**config.mk**
```make
export PLATFORM = sky130hd
export DESIGN_NAME = fractal_iteration_colour_map_unit
export DESIGN_NICKNAME = d
export VERILOG_FILES = /design/src/rtl/core/ficm_pkg.sv /design/src/rtl/core/fractal_iteration_colour_map_unit.sv
export VERILOG_INCLUDE_DIRS = /design/src /design/src/rtl/core
export SDC_FILE = /design/constraint.sdc
export NUM_CORES = 2
export LEC_CHECK = 0
export BUFFER_PORTS_ARGS = -buffer_cell sky130_fd_sc_hd__buf_2
export CORE_MARGIN = 3
export CORE_UTILIZATION = 50
export CTS_CLUSTER_SIZE = 30
export DETAILED_ROUTE_END_ITERATION = 8
export PLACE_DENSITY = 0.78
export REMOVE_ABC_BUFFERS = 1
export SLEW_MARGIN = 40
export SYNTH_ARGS = -nofsm -noshare
export SYNTH_HDL_FRONTEND = slang
export SYNTH_SLANG_ARGS = --single-unit
```
**constraint.sdc**
```tcl
create_clock -name aclk -period 6.95 [get_ports aclk]
set_input_delay 0.695 -clock aclk [delete_from_list [all_inputs] [get_ports aclk]]
set_output_delay 0.695 -clock aclk [all_outputs]
set_load 0.02 [all_outputs]
```
**src/rtl/core/fractal_iteration_colour_map_unit_assert.svh**
```systemverilog
// assertion macros for the fractal iteration colour map unit
`ifndef FRACTAL_ITERATION_COLOUR_MAP_UNIT_ASSERT_SVH
`define FRACTAL_ITERATION_COLOUR_MAP_UNIT_ASSERT_SVH

// same-cycle implication, disabled in reset
`define FICM_ASSERT_NOW(label, clk, rst_n, ante, cons, msg) \
    label: assert property (@(posedge clk) disable iff (!(rst_n)) (ante) |-> (cons)) \
        else $error(msg);

// next-cycle implication, disabled in reset
`define FICM_ASSERT_NEXT(label, clk, rst_n, ante, cons, msg) \
    label: assert property (@(posedge clk) disable iff (!(rst_n)) (ante) |=> (cons)) \
        else $error(msg);

`endif

```
**src/rtl/core/ficm_pkg.sv**
```systemverilog
// shared constants, palette and register codes for the colour map unit
package ficm_pkg;

    // field widths
    localparam int ITER_BITS  = 16;
    localparam int FRAC_BITS  = 8;
    localparam int ZOOM_W     = 16 + FRAC_BITS;
    localparam int CH_W       = 8;
    localparam int NUM_CH     = 3;
    localparam int PIXEL_W    = 32;
    localparam int CFG_DATA_W = 32;

    // fixed point one and the fold window (1, 7]
    localparam int ONE_Z      = 1 << FRAC_BITS;
    localparam int ZOOM_TOP   = 7 * ONE_Z;

    // blend fraction runs from 0 to one inclusive
    localparam int T_W        = FRAC_BITS + 1;
    localparam int MIX_W      = CH_W + T_W;

    // palette segment select
    localparam int SEG_W      = 3;
    localparam int SEG_MAX    = 5;
    localparam int RING_LEN   = 7;

    // fold count: excess / (6 * one) = (excess >> (FRAC_BITS + 1)) / 3
    localparam int Q_W        = ZOOM_W - FRAC_BITS - 1;
    localparam int RECIP_S    = Q_W + 1;
    localparam int RECIP      = ((2 ** RECIP_S) + 2) / 3;
    localparam int PROD_W     = Q_W + RECIP_S;

    // scale divider: quotient fits in one channel
    localparam int NUM_W          = CH_W + ITER_BITS;
    localparam int DIV_BITS_STAGE = 2;
    localparam int NUM_DIV_STAGES = CH_W / DIV_BITS_STAGE;
    localparam int NUM_STAGES     = 4 + NUM_DIV_STAGES;

    // reset values
    localparam logic [ITER_BITS-1:0] MAX_ITER_RESET = ITER_BITS'(100);
    localparam logic [ZOOM_W-1:0]    ZOOM_RESET     = ZOOM_W'(ONE_Z);

    // output constants
    localparam logic [PIXEL_W-1:0] BLACK_PIXEL = 32'h0000_00FF;
    localparam logic [CH_W-1:0]    ALPHA       = 8'hFF;

    // rainbow ring, first colour repeated at the end
    localparam logic [23:0] RING [RING_LEN] = '{
        24'hE40303, 24'hFF8C00, 24'hFFED00, 24'h008026,
        24'h24408E, 24'h732982, 24'hE40303
    };

    // configuration register indexes
    typedef enum logic [0:0] {
        CFG_MAX_ITER = 1'b0,
        CFG_ZOOM     = 1'b1
    } cfg_reg_t;

endpackage

```
**src/rtl/core/fractal_iteration_colour_map_unit.sv**
```systemverilog
// Fractal iteration colour map: takes one iteration count per cycle and returns one
// RGBA pixel per item, in order, after eight pipeline stages (fold count by reciprocal
// multiply, segment and fraction, palette blend, scale product, then a four-stage
// divider that resolves two quotient bits per stage). Throughput is one item per cycle
// when the result side keeps up; a stall on the result side holds the last stage and
// every full stage directly behind it, while stages behind an empty one keep moving up,
// and input is refused only when all eight stages hold items and the result side stalls.
// The two registers are written through the cfg port, which is always ready, and are
// read by the stages directly, so they must only change while no item is in flight.
module fractal_iteration_colour_map_unit
    import ficm_pkg::*;
(
    input  logic                  aclk,
    input  logic                  aresetn,
    // configuration write channel
    input  logic                  cfg_valid,
    output logic                  cfg_ready,
    input  logic [0:0]            cfg_index,
    input  logic [CFG_DATA_W-1:0] cfg_data,
    // iteration count items
    input  logic                  s_valid,
    output logic                  s_ready,
    input  logic [ITER_BITS-1:0]  s_iteration_count,
    // pixel items
    output logic                  m_valid,
    input  logic                  m_ready,
    output logic [PIXEL_W-1:0]    m_pixel_colour
);

    // configuration registers
    logic [ITER_BITS-1:0] max_iter_reg;
    logic [ZOOM_W-1:0]    zoom_reg;

    // pipeline control
    logic [NUM_STAGES-1:0] v_reg;
    logic [NUM_STAGES-1:0] black_reg;
    logic [NUM_STAGES-1:0] en;

    // stage 0: fold count
    logic [ITER_BITS-1:0] it0_reg;
    logic                 over0_reg;
    logic [Q_W-1:0]       q0_reg;
    logic                 black0_next;
    logic                 over0_next;
    logic [Q_W-1:0]       q0_next;
    logic [ZOOM_W-1:0]    zoom_excess;
    logic [PROD_W-1:0]    fold_prod;

    // stage 1: segment and fraction
    logic [ITER_BITS-1:0] it1_reg;
    logic [SEG_W-1:0]     seg_reg;
    logic [T_W-1:0]       t_reg;
    logic [SEG_W-1:0]     seg_next;
    logic [T_W-1:0]       t_next;
    logic [Q_W:0]         q_inc;
    logic [Q_W+2:0]       q_times3;
    logic [ZOOM_W-1:0]    fold_sub;
    logic [ZOOM_W-1:0]    zoom_fold;
    logic [ZOOM_W-1:0]    zoom_off;
    logic [ZOOM_W-FRAC_BITS-1:0] seg_wide;

    // stage 2: blended colour
    logic [ITER_BITS-1:0] it2_reg;
    logic [CH_W-1:0]      col_reg  [NUM_CH];
    logic [CH_W-1:0]      col_next [NUM_CH];
    logic [SEG_W-1:0]     seg_hi;
    logic [T_W-1:0]       t_inv;

    // stage 3: scale product
    logic [NUM_W-1:0]     num_reg  [NUM_CH];
    logic [NUM_W-1:0]     num_next [NUM_CH];

    // stages 4 and up: divider
    logic [NUM_W-1:0] div_rem_reg  [NUM_DIV_STAGES][NUM_CH];
    logic [CH_W-1:0]  div_quo_reg  [NUM_DIV_STAGES][NUM_CH];
    logic [NUM_W-1:0] div_rem_next [NUM_DIV_STAGES][NUM_CH];
    logic [CH_W-1:0]  div_quo_next [NUM_DIV_STAGES][NUM_CH];

    // one restoring step: subtract the shifted divisor when it fits
    function automatic logic [NUM_W:0] div_step(
        input logic [NUM_W-1:0]     rem,
        input logic [ITER_BITS-1:0] d,
        input int unsigned          sh
    );
        logic [NUM_W-1:0] ds;
        ds = NUM_W'(d) << sh;
        if (rem >= ds) begin
            return {1'b1, NUM_W'(rem - ds)};
        end
        return {1'b0, rem};
    endfunction

    // configuration writes
    assign cfg_ready = 1'b1;

    always_ff @(posedge aclk) begin
        if (!aresetn) begin
            max_iter_reg <= MAX_ITER_RESET;
            zoom_reg     <= ZOOM_RESET;
        end else if (cfg_valid && cfg_ready) begin
            case (cfg_reg_t'(cfg_index))
                CFG_MAX_ITER: max_iter_reg <= cfg_data[ITER_BITS-1:0];
                CFG_ZOOM:     zoom_reg     <= cfg_data[ZOOM_W-1:0];
                default:      max_iter_reg <= max_iter_reg;
            endcase
        end
    end

    // stage enables: a stage moves when empty or when the next one moves
    always_comb begin
        en[NUM_STAGES-1] = !v_reg[NUM_STAGES-1] || m_ready;
        for (int k = NUM_STAGES - 2; k >= 0; k--) begin
            en[k] = !v_reg[k] || en[k+1];
        end
    end

    assign s_ready = en[0];

    // valid bits
    always_ff @(posedge aclk) begin
        if (!aresetn) begin
            v_reg <= '0;
        end else begin
            if (en[0]) begin
                v_reg[0] <= s_valid;
            end
            for (int k = 1; k < NUM_STAGES; k++) begin
                if (en[k]) begin
                    v_reg[k] <= v_reg[k-1];
                end
            end
        end
    end

    // stage 0 logic: limit check and fold count q = (excess >> (F+1)) / 3
    always_comb begin
        black0_next = s_iteration_count >= max_iter_reg;
        over0_next  = zoom_reg > ZOOM_W'(ZOOM_TOP);
        zoom_excess = zoom_reg - ZOOM_W'(ZOOM_TOP + 1);
        fold_prod   = PROD_W'(zoom_excess[ZOOM_W-1:FRAC_BITS+1]) * PROD_W'(RECIP);
        q0_next     = fold_prod[PROD_W-1:RECIP_S];
    end

    // stage 1 logic: fold into (1, 7], then segment and fraction
    always_comb begin
        q_inc     = (Q_W+1)'(q0_reg) + (Q_W+1)'(1);
        q_times3  = (Q_W+3)'(q_inc) + ((Q_W+3)'(q_inc) << 1);
        fold_sub  = ZOOM_W'({q_times3, {(FRAC_BITS+1){1'b0}}});
        zoom_fold = over0_reg ? (zoom_reg - fold_sub) : zoom_reg;
        zoom_off  = zoom_fold - ZOOM_W'(ONE_Z + 1);
        seg_wide  = zoom_off[ZOOM_W-1:FRAC_BITS];
        seg_next  = '0;
        t_next    = '0;
        if (zoom_fold > ZOOM_W'(ONE_Z)) begin
            if (seg_wide > (ZOOM_W-FRAC_BITS)'(SEG_MAX)) begin
                seg_next = SEG_W'(SEG_MAX);
            end else begin
                seg_next = seg_wide[SEG_W-1:0];
            end
            t_next = T_W'(zoom_fold - ZOOM_W'(ONE_Z)
                          - (ZOOM_W'(seg_next) << FRAC_BITS));
        end
    end

    // stage 2 logic: linear blend of two neighboring colors per channel
    always_comb begin
        seg_hi = seg_reg + SEG_W'(1);
        t_inv  = T_W'(ONE_Z) - t_reg;
        for (int c = 0; c < NUM_CH; c++) begin
            logic [MIX_W-1:0] mix;
            mix = MIX_W'(t_reg) * MIX_W'(RING[seg_hi][(2-c)*CH_W +: CH_W])
                + MIX_W'(t_inv) * MIX_W'(RING[seg_reg][(2-c)*CH_W +: CH_W]);
            col_next[c] = mix[FRAC_BITS +: CH_W];
        end
    end

    // stage 3 logic: channel times count
    always_comb begin
        for (int c = 0; c < NUM_CH; c++) begin
            num_next[c] = NUM_W'(col_reg[c]) * NUM_W'(it2_reg);
        end
    end

    // divider logic: two quotient bits per stage, msb first
    always_comb begin
        for (int j = 0; j < NUM_DIV_STAGES; j++) begin
            for (int c = 0; c < NUM_CH; c++) begin
                logic [NUM_W-1:0] rem_in;
                logic [CH_W-1:0]  quo_in;
                logic [NUM_W:0]   step_hi;
                logic [NUM_W:0]   step_lo;
                rem_in  = (j == 0) ? num_reg[c] : div_rem_reg[(j == 0) ? 0 : j-1][c];
                quo_in  = (j == 0) ? '0 : div_quo_reg[(j == 0) ? 0 : j-1][c];
                step_hi = div_step(rem_in, max_iter_reg,
                                   unsigned'(CH_W - 1 - DIV_BITS_STAGE * j));
                step_lo = div_step(step_hi[NUM_W-1:0], max_iter_reg,
                                   unsigned'(CH_W - 2 - DIV_BITS_STAGE * j));
                div_rem_next[j][c] = step_lo[NUM_W-1:0];
                div_quo_next[j][c] = quo_in
                    | (CH_W'(step_hi[NUM_W]) << (CH_W - 1 - DIV_BITS_STAGE * j))
                    | (CH_W'(step_lo[NUM_W]) << (CH_W - 2 - DIV_BITS_STAGE * j));
            end
        end
    end

    // pipeline data registers
    always_ff @(posedge aclk) begin
        if (en[0]) begin
            it0_reg      <= s_iteration_count;
            over0_reg    <= over0_next;
            q0_reg       <= q0_next;
            black_reg[0] <= black0_next;
        end
        if (en[1]) begin
            it1_reg      <= it0_reg;
            seg_reg      <= seg_next;
            t_reg        <= t_next;
            black_reg[1] <= black_reg[0];
        end
        if (en[2]) begin
            it2_reg      <= it1_reg;
            col_reg      <= col_next;
            black_reg[2] <= black_reg[1];
        end
        if (en[3]) begin
            num_reg      <= num_next;
            black_reg[3] <= black_reg[2];
        end
        for (int j = 0; j < NUM_DIV_STAGES; j++) begin
            if (en[4+j]) begin
                div_rem_reg[j] <= div_rem_next[j];
                div_quo_reg[j] <= div_quo_next[j];
                black_reg[4+j] <= black_reg[3+j];
            end
        end
    end

    // result item
    assign m_valid        = v_reg[NUM_STAGES-1];
    assign m_pixel_colour = black_reg[NUM_STAGES-1] ? BLACK_PIXEL
                          : {div_quo_reg[NUM_DIV_STAGES-1][0],
                             div_quo_reg[NUM_DIV_STAGES-1][1],
                             div_quo_reg[NUM_DIV_STAGES-1][2], ALPHA};

    // checks
`include "fractal_iteration_colour_map_unit_assert.svh"

    `FICM_ASSERT_NOW(a_full_when_blocked, aclk, aresetn, !s_ready, &v_reg, "input refused with a free stage")
    `FICM_ASSERT_NEXT(a_black_captured, aclk, aresetn, s_valid && s_ready && (s_iteration_count >= max_iter_reg), v_reg[0] && black_reg[0], "limit item not flagged")
    `FICM_ASSERT_NOW(a_seg_range, aclk, aresetn, v_reg[1], (seg_reg <= SEG_W'(SEG_MAX)) && (t_reg <= T_W'(ONE_Z)), "segment or fraction out of range")
    `FICM_ASSERT_NOW(a_div_rem, aclk, aresetn, m_valid && !black_reg[NUM_STAGES-1], (div_rem_reg[NUM_DIV_STAGES-1][0] < NUM_W'(max_iter_reg)) && (div_rem_reg[NUM_DIV_STAGES-1][1] < NUM_W'(max_iter_reg)) && (div_rem_reg[NUM_DIV_STAGES-1][2] < NUM_W'(max_iter_reg)), "divider remainder not below limit")

endmodule
```
==> qor.csv <==
metric,value,unit
rsz0062_at_grt,true,
grt_max_degree,80,
finalNonFillerCells,9194,
maxCapViolations,0,
cts_buffer_depth,3,
path_clk_slew,60,ps
groute.usage.overall,0.243,
yosys.area.top_type,edfxtp_1,
area_delta_synth_final,10.1,%
ys_ff_latch,503,
wl_per_cell,18.1,um
clock.fmax,140,MHz
worst_pin_slew,863,ps
die_w,371,um
async_reset_ff_frac,0,
clock_sinks,503,
multiInputGateArea,48500,um2
drcViolationCount,0,
slew_headroom,0.424,
cp-startpoint,zoom_reg[11],
ant_nets,0,
crit_path_max_fanout,3,
synthSimpleGateAreaFrac,0.153,
max_stage_delay,540,ps
crit_type,reg2reg,
cpMostUsedCell,fa_1,
overflow,0,
synth_top_family_by_area,adder cells,
hold_path.class,in2reg,
hold_violations,0,
cpMaxStageDelayCell,fa_1,
outcome,"finished, violations left",
ys_seq_area_frac,0.219,
initialDrtViolationCount,3408,
crit_path_end_kind,flop,
gp_congestion,0.962,
dpl_worst_slack,-612,ps
wl,167000,um
muxShareOfSynthArea,0.0315,
die_h,371,um
arrival,7550,ps
portBuffers,71,
yosysWarningCount,0,
grt_pass1_wl,273000,um
min_period,7140,ps
yosysMostFrequentCell,inv_1,
synth_common_cells,"902 x inv_1, 880 x ha_1, 676 x nand2_1, 604 x fa_1, 455 x edfxtp_1",
synth_edf_count,455,
finalMaxSlewViolations,0,
final_util,0.557,
core,132000,um2
via_count,52300,
setup_viol_count_final,5,
start_util,0.506,
syn_avg_cell_area,9.35,um2
worstHoldStart,s_iteration_count[14],
synth-compound-area-share,0.126,
synth_top_flop_cell,edfxtp_1,
fin_ws,-194,ps
drive_above_1_share,0.106,
grt_pass1_vias,53700,
cts_tree,built,
synthCells,7137,
largest_register_ffs,216,
post-dp-hpwl,133000,um
synth_top_cell_area_share,0.205,
dp_cells,9059,
synthXorXnorAreaFrac,0.0609,
reg2reg_from,zoom_reg[11],
cts_root_buffer,clkbuf_16,
synthTopCellsByArea,"edfxtp_1 20%, fa_1 18%, ha_1 16%, inv_1 5.1%, xnor2_1 4.3%",
drtPass1Iterations,6,
die-area,138000,um2
post-route-period-util,1.03,
worstSkewPairLatency,670,ps
antenna_found_initial,2,
nNetsFinal,8927,
whs,230,ps
vias_per_cell,5.69,
synth_cell_types,103,
row_count,133,
cts_buffers,58,
syn_area,66800,um2
synth_fa_ha_area_frac,0.346,
skew,49.3,ps
critPathLaunchType,flop,
seq_area,14600,um2
violations,negative setup slack,
htree_num_levels,2,
cp.required,7360,ps
io_pins,89,
fillers,11200,
==> through the flow <==
stage,area [um2],TNS (ps)
finish,73500,-634
global route,73500,-2650
CTS,73000,-410
detailed placement,70800,-4310
global placement,70800,-2900
floorplan,66000,-45080
==> worst max-delay path: cells and delay by family, from the launching register on <==
family                   cells  cell delay (ps)
AND/OR/NAND/NOR              6             1810
adder cells (fa/ha/maj)      6             2520
buffers and inverters        4              210
flip-flops                   1              310
XOR/XNOR                     2              310
AO/OA/AOI/OAI                9             1730
==> area by class of cell <==
cell class,instances,share of cell area
multi-input combinational,5545,0.660
clock buffer,70,0.0213
sequential,503,0.199
antenna,2,0.0000681
inverter,908,0.0466
clock inverter,38,0.00591
tap,1755,0.0299
timing repair buffer,373,0.0378
==> cell usage in the layout, fill, tap and decap left out, types with 62 or more instances in the layout <==
master / count
nand2_1: 668
inv_1: 882
a21o_1: 167
ha_1: 870
nand2b_1: 91
o21a_1: 88
fa_1: 604
buf_2: 71
edfxtp_1: 455
nand4_1: 62
nand3_1: 91
nor3_1: 104
nor2_1: 440
a21oi_1: 394
nor2b_1: 127
and2_1: 231
mux2_2: 146
xnor2_1: 320
o21ai_0: 257
xor2_1: 135
buf_4: 282
a21boi_0: 63
==> per-layer routing <==
metal	wire, um	up-vias	track usage
met2	79700	1671	0.416
met1	69000	25300	0.309
met5	0	-	0
li1	-	24900	-
met4	8060	0	0.107
met3	10100	410	0.0293
==> final timing paths <==
kind | end | slack (ps) | depth (start not counted)
worst max-delay path | q0_reg[13] | -190 | 27
worst min-delay path | it0_reg[14] | 230 | 1
worst max register to register | q0_reg[13] | -190 | 27
worst min register to register | div_quo_reg[2][15] | 400 | 0
==> cell families after synthesis <==
logic type	count (synthesis)
XOR/XNOR	464
AND/OR/NAND/NOR	2084
flip-flops	503
adder cells (fa/ha/maj)	1484
AO/OA/AOI/OAI	1315
buffers and inverters	1097
multiplexers	189
other	1
==> what timing repair did <==
action / 4_1_cts / 5_1_grt
hold buffers: 0 / 0
gates resized for setup: 36 / 74
setup endpoints to repair: 28 / 101
pin swaps: 28 / 34
buffers inserted: 8 / 14
Power is not shown: default switching activity piles up to over one toggle a cycle in this logic, so the estimate is an artifact.
